`src/hdl/adcrb_pkg.sv`:
```
// Shared constants and types of the converter register block.
package adcrb_pkg;

   localparam int NUM_CHANNELS_DEFAULT = 7;

   localparam int DATA_W   = 32;
   localparam int OFFSET_W = 9;
   localparam int CHAN_W   = 3;
   localparam int IRQ_W    = 28;
   localparam int SAMPLE_W = 10;

   // Access kinds.
   localparam logic OP_READ  = 1'b0;
   localparam logic OP_WRITE = 1'b1;

   // Global registers, offset bits 7:0.
   localparam logic [7:0] G_IRQ_MASKED = 8'h00;
   localparam logic [7:0] G_IRQ_STATUS = 8'h04;
   localparam logic [7:0] G_IRQ_ENABLE = 8'h08;
   localparam logic [7:0] G_SPARE0     = 8'h0C;
   localparam logic [7:0] G_SPARE1     = 8'h10;
   localparam logic [7:0] G_SPARE2     = 8'h14;

   // Channel registers, offset bits 4:0.
   localparam logic [4:0] C_COMMAND = 5'h00;
   localparam logic [4:0] C_MISC    = 5'h04;
   localparam logic [4:0] C_COUNT   = 5'h08;
   localparam logic [4:0] C_ADDR    = 5'h0C;
   localparam logic [4:0] C_SAMPLE  = 5'h10;
   localparam logic [4:0] C_RATE    = 5'h14;

   // Configuration register indexes.
   localparam logic CFG_SENSING_DISABLED = 1'b0;
   localparam logic CFG_KEYPAD_KIND      = 1'b1;

   localparam logic [SAMPLE_W-1:0] FULL_SCALE   = 10'h3FF;
   localparam logic [SAMPLE_W-1:0] NORMAL_LEVEL = 10'd930;
   localparam logic [SAMPLE_W-1:0] KEYPAD_BASE  = 10'd10;
   localparam logic [SAMPLE_W-1:0] KEYPAD_STEP  = 10'd21;
   localparam logic [CHAN_W-1:0]   KEYPAD_CHAN  = 3'd3;

   typedef struct packed {
      logic [27:0]         misc;
      logic [24:0]         count;
      logic [29:0]         addr;
      logic [SAMPLE_W-1:0] sample;
      logic [SAMPLE_W-1:0] rate;
   } chan_entry_type;

   localparam int ENTRY_W = $bits(chan_entry_type);

endpackage

```
`src/hdl/adcrb_ram.sv`:
```
// Generic single-port-write, single-port-read RAM with registered read data.
module adcrb_ram #(
   parameter int Width = 8,
   parameter int Depth = 8,
   localparam int AddrW = (Depth > 1) ? $clog2(Depth) : 1
) (
   input  logic             clock,
   input  logic             wr_en,
   input  logic [AddrW-1:0] wr_addr,
   input  logic [Width-1:0] wr_data,
   input  logic             rd_en,
   input  logic [AddrW-1:0] rd_addr,
   output logic [Width-1:0] rd_data
);

   logic [Width-1:0] mem_ff [Depth];
   logic [Width-1:0] rd_data_ff;

   always_ff @(posedge clock) begin
      if (wr_en) begin
         mem_ff[wr_addr] <= wr_data;
      end
      if (rd_en) begin
         rd_data_ff <= mem_ff[rd_addr];
      end
   end

   assign rd_data = rd_data_ff;

endmodule

```
`src/hdl/adc_register_block.sv`:
```
// A request is registered together with its channel RAM read; its execute step then loads the response register.
// A new request is not taken until the execute step of the last one is done, as the channel RAM read is registered.
// A waiting response lets one more request transfer; its execute step then waits for the response.
// Reset clears interrupt status, enable, configuration and the channel valid bits;
// a channel whose valid bit is clear reads as all zeros, so no clearing pass is needed.
module adc_register_block #(
   parameter int NUM_CHANNELS = adcrb_pkg::NUM_CHANNELS_DEFAULT
) (
   input  logic        clock,
   input  logic        reset,
   // Request stream.
   input  logic        req_tvalid,
   output logic        req_tready,
   input  logic [47:0] req_tdata,  // reg_offset[8:0], write_data[40:9], zero pad
   input  logic        req_tuser,  // opcode[0]
   // Response stream.
   output logic        rsp_tvalid,
   input  logic        rsp_tready,
   output logic [39:0] rsp_tdata,  // read_data[31:0], irq_level[32], zero pad
   output logic        rsp_tuser,  // bad_access[0]
   // Configuration port.
   input  logic        csr_psel,
   input  logic        csr_penable,
   input  logic        csr_pwrite,
   input  logic [2:0]  csr_paddr,
   input  logic [31:0] csr_pwdata,
   output logic [31:0] csr_prdata,
   output logic        csr_pready
);

   import adcrb_pkg::*;

   localparam int ChanAddrW = (NUM_CHANNELS > 1) ? $clog2(NUM_CHANNELS) : 1;

   localparam logic ST_IDLE = 1'b0;
   localparam logic ST_EXEC = 1'b1;

   logic                 state_ff, state_in;
   logic                 op_ff;
   logic [OFFSET_W-1:0]  offset_ff;
   logic [DATA_W-1:0]    wdata_ff;
   logic [IRQ_W-1:0]     status_ff, status_in;
   logic [IRQ_W-1:0]     enable_ff, enable_in;
   logic                 sensing_disabled_ff;
   logic [1:0]           keypad_kind_ff;
   logic [NUM_CHANNELS-1:0] chan_valid_ff;

   logic                 rsp_valid_ff;
   logic [DATA_W-1:0]    rsp_rdata_ff, rsp_rdata_in;
   logic                 rsp_bad_ff, rsp_bad_in;
   logic                 rsp_irq_ff, rsp_irq_in;

   logic                 req_xfer;
   logic                 exec_fire;
   logic                 cfg_write;
   logic [CHAN_W-1:0]    req_chan;
   logic [CHAN_W-1:0]    chan;
   logic [ChanAddrW-1:0] chan_idx;
   logic                 is_chan;
   logic                 chan_ok;
   logic                 ram_we;
   logic [ENTRY_W-1:0]   ram_rdata;
   chan_entry_type       entry_cur, entry_in;
   logic [SAMPLE_W-1:0]  sample_val;

   assign req_chan  = req_tdata[7:5];
   assign chan      = offset_ff[7:5];
   assign chan_idx  = chan[ChanAddrW-1:0];
   assign is_chan   = offset_ff[8];
   assign chan_ok   = chan < CHAN_W'(NUM_CHANNELS);

   assign req_tready = (state_ff == ST_IDLE);
   assign req_xfer   = req_tvalid && req_tready;
   assign exec_fire  = (state_ff == ST_EXEC) && (!rsp_valid_ff || rsp_tready);

   adcrb_ram #(
      .Width (ENTRY_W),
      .Depth (NUM_CHANNELS)
   ) u_chan_ram (
      .clock   (clock),
      .wr_en   (ram_we),
      .wr_addr (chan_idx),
      .wr_data (entry_in),
      .rd_en   (req_xfer),
      .rd_addr (req_chan[ChanAddrW-1:0]),
      .rd_data (ram_rdata)
   );

   // An entry that was never written reads as zero, as its channel valid bit is still clear.
   always_comb begin
      if (chan_ok && chan_valid_ff[chan_idx]) begin
         entry_cur = chan_entry_type'(ram_rdata);
      end else begin
         entry_cur = '0;
      end
   end

   always_comb begin
      if (sensing_disabled_ff) begin
         sample_val = FULL_SCALE;
      end else if (chan == KEYPAD_CHAN) begin
         sample_val = KEYPAD_BASE + KEYPAD_STEP * {8'b0, keypad_kind_ff};
      end else begin
         sample_val = NORMAL_LEVEL;
      end
   end

   // Decode and read-modify-write of one access.
   always_comb begin
      rsp_rdata_in = '0;
      rsp_bad_in   = 1'b0;
      status_in    = status_ff;
      enable_in    = enable_ff;
      entry_in     = entry_cur;
      ram_we       = 1'b0;
      if (!is_chan) begin
         if (op_ff == OP_READ) begin
            case (offset_ff[7:0])
               G_IRQ_MASKED: rsp_rdata_in = DATA_W'(status_ff & enable_ff);
               G_IRQ_STATUS: rsp_rdata_in = DATA_W'(status_ff);
               G_IRQ_ENABLE: rsp_rdata_in = DATA_W'(enable_ff);
               default:      rsp_bad_in   = 1'b1;
            endcase
         end else begin
            case (offset_ff[7:0])
               G_IRQ_STATUS: status_in = status_ff & ~wdata_ff[IRQ_W-1:0];
               G_IRQ_ENABLE: enable_in = wdata_ff[IRQ_W-1:0];
               G_SPARE0, G_SPARE1, G_SPARE2: ;
               default:      rsp_bad_in = 1'b1;
            endcase
         end
      end else if (!chan_ok) begin
         rsp_bad_in = 1'b1;
      end else if (op_ff == OP_READ) begin
         case (offset_ff[4:0])
            C_COMMAND: rsp_rdata_in = '0;
            C_MISC:    rsp_rdata_in = DATA_W'(entry_cur.misc);
            C_COUNT:   rsp_rdata_in = DATA_W'(entry_cur.count);
            C_ADDR:    rsp_rdata_in = {entry_cur.addr, 2'b00};
            C_SAMPLE:  rsp_rdata_in = DATA_W'(entry_cur.sample);
            C_RATE:    rsp_rdata_in = DATA_W'(entry_cur.rate);
            default:   rsp_bad_in   = 1'b1;
         endcase
      end else begin
         ram_we = 1'b1;
         case (offset_ff[4:0])
            C_COMMAND: begin
               entry_in.sample = sample_val;
               status_in = status_ff | (IRQ_W'(3) << {chan, 2'b00});
            end
            C_MISC:  entry_in.misc  = wdata_ff[27:0];
            C_COUNT: entry_in.count = wdata_ff[24:0];
            C_ADDR:  entry_in.addr  = wdata_ff[31:2];
            C_RATE:  entry_in.rate  = wdata_ff[SAMPLE_W-1:0];
            default: begin
               rsp_bad_in = 1'b1;
               ram_we     = 1'b0;
            end
         endcase
      end
      ram_we     = ram_we && exec_fire;
      rsp_irq_in = |(status_in & enable_in);
   end

   always_comb begin
      state_in = state_ff;
      case (state_ff)
         ST_IDLE: begin
            if (req_xfer) begin
               state_in = ST_EXEC;
            end
         end
         ST_EXEC: begin
            if (exec_fire) begin
               state_in = ST_IDLE;
            end
         end
         default: state_in = ST_IDLE;
      endcase
   end

   assign cfg_write = csr_psel && csr_penable && csr_pwrite && csr_pready;

   always_ff @(posedge clock) begin
      if (reset) begin
         state_ff            <= ST_IDLE;
         status_ff           <= '0;
         enable_ff           <= '0;
         chan_valid_ff       <= '0;
         rsp_valid_ff        <= 1'b0;
         sensing_disabled_ff <= 1'b0;
         keypad_kind_ff      <= '0;
      end else begin
         state_ff <= state_in;
         if (exec_fire) begin
            status_ff    <= status_in;
            enable_ff    <= enable_in;
            rsp_valid_ff <= 1'b1;
         end else if (rsp_tready) begin
            rsp_valid_ff <= 1'b0;
         end
         if (ram_we) begin
            chan_valid_ff[chan_idx] <= 1'b1;
         end
         if (cfg_write) begin
            case (csr_paddr[2])
               CFG_SENSING_DISABLED: sensing_disabled_ff <= csr_pwdata[0];
               CFG_KEYPAD_KIND:      keypad_kind_ff      <= csr_pwdata[1:0];
               default: ;
            endcase
         end
      end
   end

   always_ff @(posedge clock) begin
      if (req_xfer) begin
         op_ff     <= req_tuser;
         offset_ff <= req_tdata[8:0];
         wdata_ff  <= req_tdata[40:9];
      end
      if (exec_fire) begin
         rsp_rdata_ff <= rsp_rdata_in;
         rsp_bad_ff   <= rsp_bad_in;
         rsp_irq_ff   <= rsp_irq_in;
      end
   end

   assign rsp_tvalid = rsp_valid_ff;
   assign rsp_tdata  = {7'b0, rsp_irq_ff, rsp_rdata_ff};
   assign rsp_tuser  = rsp_bad_ff;

   always_comb begin
      case (csr_paddr[2])
         CFG_SENSING_DISABLED: csr_prdata = {31'b0, sensing_disabled_ff};
         CFG_KEYPAD_KIND:      csr_prdata = {30'b0, keypad_kind_ff};
         default:              csr_prdata = '0;
      endcase
   end
   assign csr_pready = 1'b1;

   // A bad access never returns data.
   a_bad_zero: assert property (@(posedge clock) disable iff (reset)
      rsp_tvalid && rsp_tuser |-> rsp_tdata[31:0] == '0)
      else $error("bad access returned nonzero data");

   // Interrupt state changes only when a result is loaded, so a pending result
   // always shows the current interrupt level.
   a_irq_current: assert property (@(posedge clock) disable iff (reset)
      rsp_tvalid |-> rsp_tdata[32] == |(status_ff & enable_ff))
      else $error("pending interrupt level is stale");

   // A request transfer is followed by the execute step that uses the RAM data.
   a_exec_follows: assert property (@(posedge clock) disable iff (reset)
      req_xfer |=> state_ff == ST_EXEC)
      else $error("execute step missing after request transfer");

   // The channel RAM is written only by a completing channel write.
   a_ram_write: assert property (@(posedge clock) disable iff (reset)
      ram_we |-> exec_fire && is_chan && op_ff == OP_WRITE && !rsp_bad_in)
      else $error("unexpected channel RAM write");

endmodule

```
`config.mk`:
```
export PLATFORM = sky130hd
export DESIGN_NAME = adc_register_block
export DESIGN_NICKNAME = d
export VERILOG_FILES = /design/src/hdl/adcrb_pkg.sv /design/src/hdl/adcrb_ram.sv /design/src/hdl/adc_register_block.sv
export SDC_FILE = /design/constraint.sdc
export NUM_CORES = 1
export LEC_CHECK = 0
export BUFFER_PORTS_ARGS = -buffer_cell sky130_fd_sc_hd__buf_4
export CAP_MARGIN = 40
export CORE_ASPECT_RATIO = 1.25
export CORE_MARGIN = 5
export CORE_UTILIZATION = 49
export CTS_CLUSTER_SIZE = 10
export DETAILED_ROUTE_END_ITERATION = 8
export GPL_TIMING_DRIVEN = 0
export PLACE_DENSITY = 0.67
export SYNTH_ARGS = -nofsm -noshare
export SYNTH_HDL_FRONTEND = slang
export SYNTH_SLANG_ARGS = --single-unit
```
`constraint.sdc`:
```
create_clock -name clock -period 14 [get_ports clock]
set_input_delay 0.7 -clock clock [delete_from_list [all_inputs] [get_ports clock]]
set_output_delay 0.7 -clock clock [all_outputs]
set_load 0.02 [all_outputs]
```
==> reports/summary.txt <==
Ys Warns - 0
Min Hold Slack - 0.185 ns
top cells by area, synth - edfxtp_1 (69%), mux4_2 (5.9%), dfxtp_1 (3.5%), mux2_2 (3.1%), mux2i_1 (3.1%)
clk buf depth - 3
Slew @ Worst Pin - 0.965 ns
Non-Filler Instances - 3,871
period utilisation layout - 0.289
fin nets - 2,830
first-pass GRT wire length - 164 mm
initial antenna violation count - 1
CTS sink cnt - 968
1st-iter DRT viols - 2,995
WL final - 113 mm
post-route cell area - 0.0458 sq mm
crit-path max FO - 18
GP Congestion - 0.975
P_leak - 16.4 nW
post-CTS resize count - 0
P&R area growth vs syn - 16.9%
Final Util - 0.575
Critical Path Max Stage Delay - 0.48 ns
setup TNS - 0 ns
clk root buf - clkbuf_16
vias - 23.8k
largest net degree at the start of global routing - 44
layout cell share with drive strength beyond 1 - 0.211
run status - completed
detailed-route wire length per cell - 29.1 um
Pwr Total - 6.01 mW
Die Y - 326 um
Hold Path Class - input port to register
postcts setup bufs - 0
Finish-stage setup viols - 0
vias in the first global route - 24.3k
I/O pins - 167
peak supply drop - 0.0890 mV
clk_skew - 0.0296 ns
Most used DFF post-synth - edfxtp_1
most used cell, CP - buf_16
# DRC - 0
1st-pass router iterations - 9
CP arrival - 4.43 ns
Mapped Area - 0.0392 sq mm
Fmax achieved - 247 MHz
endpoint kind of the worst setup timing path - register
Worst-Skew Late Latency - 0.70 ns
CTS tree - done
Critical-path top delay cell - or4b_1
max_cap viols - 0
Clk pin slew, worst setup/hold paths - 0.05 ns
Final ANT Viol Nets - 0
cell total after placement - 3,689
final setup margin - 9.95 ns
Yosys cell types - 66
dpl hpwl - 76.2 mm
Die Width - 263 um
GR Overflow Total - 0
CTS Buf Count - 107
Slew HR - 0.357
Total GRT Usage - 0.258
number of synthesized register bits - 968
Synth Instances - 2,409
Starting Density - 0.492
RSZ-0062 raised after global routing - no
Via density - 6.16
Ant. Diodes - 0
CP startpoint kind - register
Post-synth ARST share - 0
dpl ws - 9.96 ns
minimum clock period - 4.05 ns
Port Buffers - 89
Rows - 116
ordered cell list for the critical path - buf_2 -> or4b_1 -> clkbuf_1 -> o21a_1 -> nor3_1 -> nand2_1 -> nor2_4 -> buf_16 -> buf_16 -> buf_16 -> buf_16 -> buf_12
H-tree depth - 3
Crit Path Class - register to register
Max Slew Vio Count - 0
die area - 0.0858 sq mm
placed inst area - 0.0427 sq mm
area share of the largest cell type after synthesis - 0.690
Hold-fix buffers, CTS - 0
EDFF count, synth - 900
Worst EP required - 14.38 ns
Syn Area/Cell - 16.3 sq um
Power Dens Cells - 131 mW/mm^2
sequential area share after synthesis - 0.724
area leader, netlist - edfxtp_1
Final Hold Fails - 0
Core Area - 0.0797 sq mm
[Yosys cell counts (5+ instances only)]
| library cell | number |
|---|---|
| a21o_1 | 8 |
| a21boi_0 | 5 |
| mux4_2 | 103 |
| nor2_1 | 53 |
| a22oi_1 | 15 |
| o221ai_1 | 6 |
| nand4_1 | 16 |
| buf_1 | 29 |
| nand3_1 | 14 |
| or2_2 | 5 |
| buf_2 | 7 |
| a31oi_1 | 8 |
| buf_4 | 42 |
| a211oi_1 | 13 |
| edfxtp_1 | 900 |
| a222oi_1 | 23 |
| clkbuf_1 | 104 |
| clkbuf_2 | 6 |
| dfxtp_1 | 68 |
| o22ai_1 | 8 |
| mux2i_1 | 120 |
| a21oi_1 | 87 |
| nand2_1 | 258 |
| inv_1 | 30 |
| nor2b_1 | 10 |
| mux2_2 | 108 |
| o21a_1 | 7 |
| a22o_1 | 97 |
| and2_1 | 11 |
| or3_1 | 6 |
| o21ai_0 | 163 |
| nor3_1 | 11 |
| nand2b_1 | 7 |
[layer usage]
metal / vias to the layer above / track usage / wire, um
li1: 10100 / - / -
met2: 1295 / 0.431 / 55300
met4: 2 / 0.125 / 6090
met3: 288 / 0.0442 / 9420
met1: 12200 / 0.330 / 41900
met5: - / 0 / 13
[sequential cells by signal, indices dropped and copies added, names as in the netlist]
register,count
chan_valid_ff,7
u_chan_ram.mem_ff,721
rsp_tuser,1
enable_ff,28
op_ff,1
status_ff,28
u_chan_ram.rd_data,103
sensing_disabled_ff,1
state_ff,1
rsp_tvalid,1
keypad_kind_ff,2
rsp_irq_ff,1
rsp_rdata_ff,32
offset_ff,9
wdata_ff,32
[final timing paths]
kind                            depth (start not counted)                        to  slack [ns]           from
worst max-delay path                                   12  u_chan_ram.mem_ff[4][90]        9.95   offset_ff[3]
worst min-delay path                                    1              wdata_ff[11]        0.19  req_tdata[20]
worst max register to register                         12  u_chan_ram.mem_ff[4][90]        9.95   offset_ff[3]
worst min register to register                          2              status_ff[6]        0.46   status_ff[6]
[area by class of cell]
type                    instances  area (sq um)
plain buffers                 192           925
fillers                      6006         33900
clock inverters                 9           124
inverters                      30           113
repair buffers                182          2020
well taps                    1062          1330
multi-input cells            1255          9960
flip-flops and latches        968         28400
clock buffers                 173          2950
[cell families (layout without fill, tap and decap cells)]
kind of cell | count (synthesis) | in the layout | share of synthesized area
buf+inv | 222 | 586 | 0.0265
flops | 968 | 968 | 0.724
simple gates | 417 | 417 | 0.0480
other cells | 2 | 38 | 0.000192
mux | 332 | 332 | 0.122
fa+ha+maj | 3 | 3 | 0.000958
compound gates | 465 | 465 | 0.0784
[power breakdown]
part | total [mW] | switching [mW] | internal (mW) | leakage (nW)
Sequential | 3.22 | 0.0453 | 3.17 | 10.0
Clock | 2.52 | 1.09 | 1.43 | 1.46
Combinational | 0.269 | 0.168 | 0.101 | 4.93
[critical path, delay by kind of cell (launching register included)]
| kind | cells | cell delay (ns) |
|---|---|---|
| flip-flops | 1 | 0.43 |
| AND/OR/NAND/NOR | 4 | 1.57 |
| AO/OA/AOI/OAI | 1 | 0.23 |
| buffers and inverters | 7 | 1.46 |
[placed cells by master (no fill, tap or decap), types with 7 or more instances in the layout]
cell type / instances
edfxtp_1: 900
and2_1: 8
mux2i_1: 120
a21o_1: 8
o21ai_0: 163
conb_1: 38
nand2b_1: 7
a222oi_1: 23
clkbuf_16: 108
buf_12: 13
o22ai_1: 8
buf_2: 12
nor2b_1: 9
buf_1: 29
buf_16: 15
clkbuf_1: 169
a22oi_1: 15
buf_8: 16
buf_6: 25
a31oi_1: 8
buf_4: 154
nor2_1: 51
nand3_1: 14
mux4_2: 103
a22o_1: 97
mux2_2: 108
a21oi_1: 86
o21a_1: 7
dfxtp_1: 68
nor3_1: 8
nand4_1: 16
nand2_1: 258
a211oi_1: 13
inv_1: 29
(Power assumes the default switching activity.)
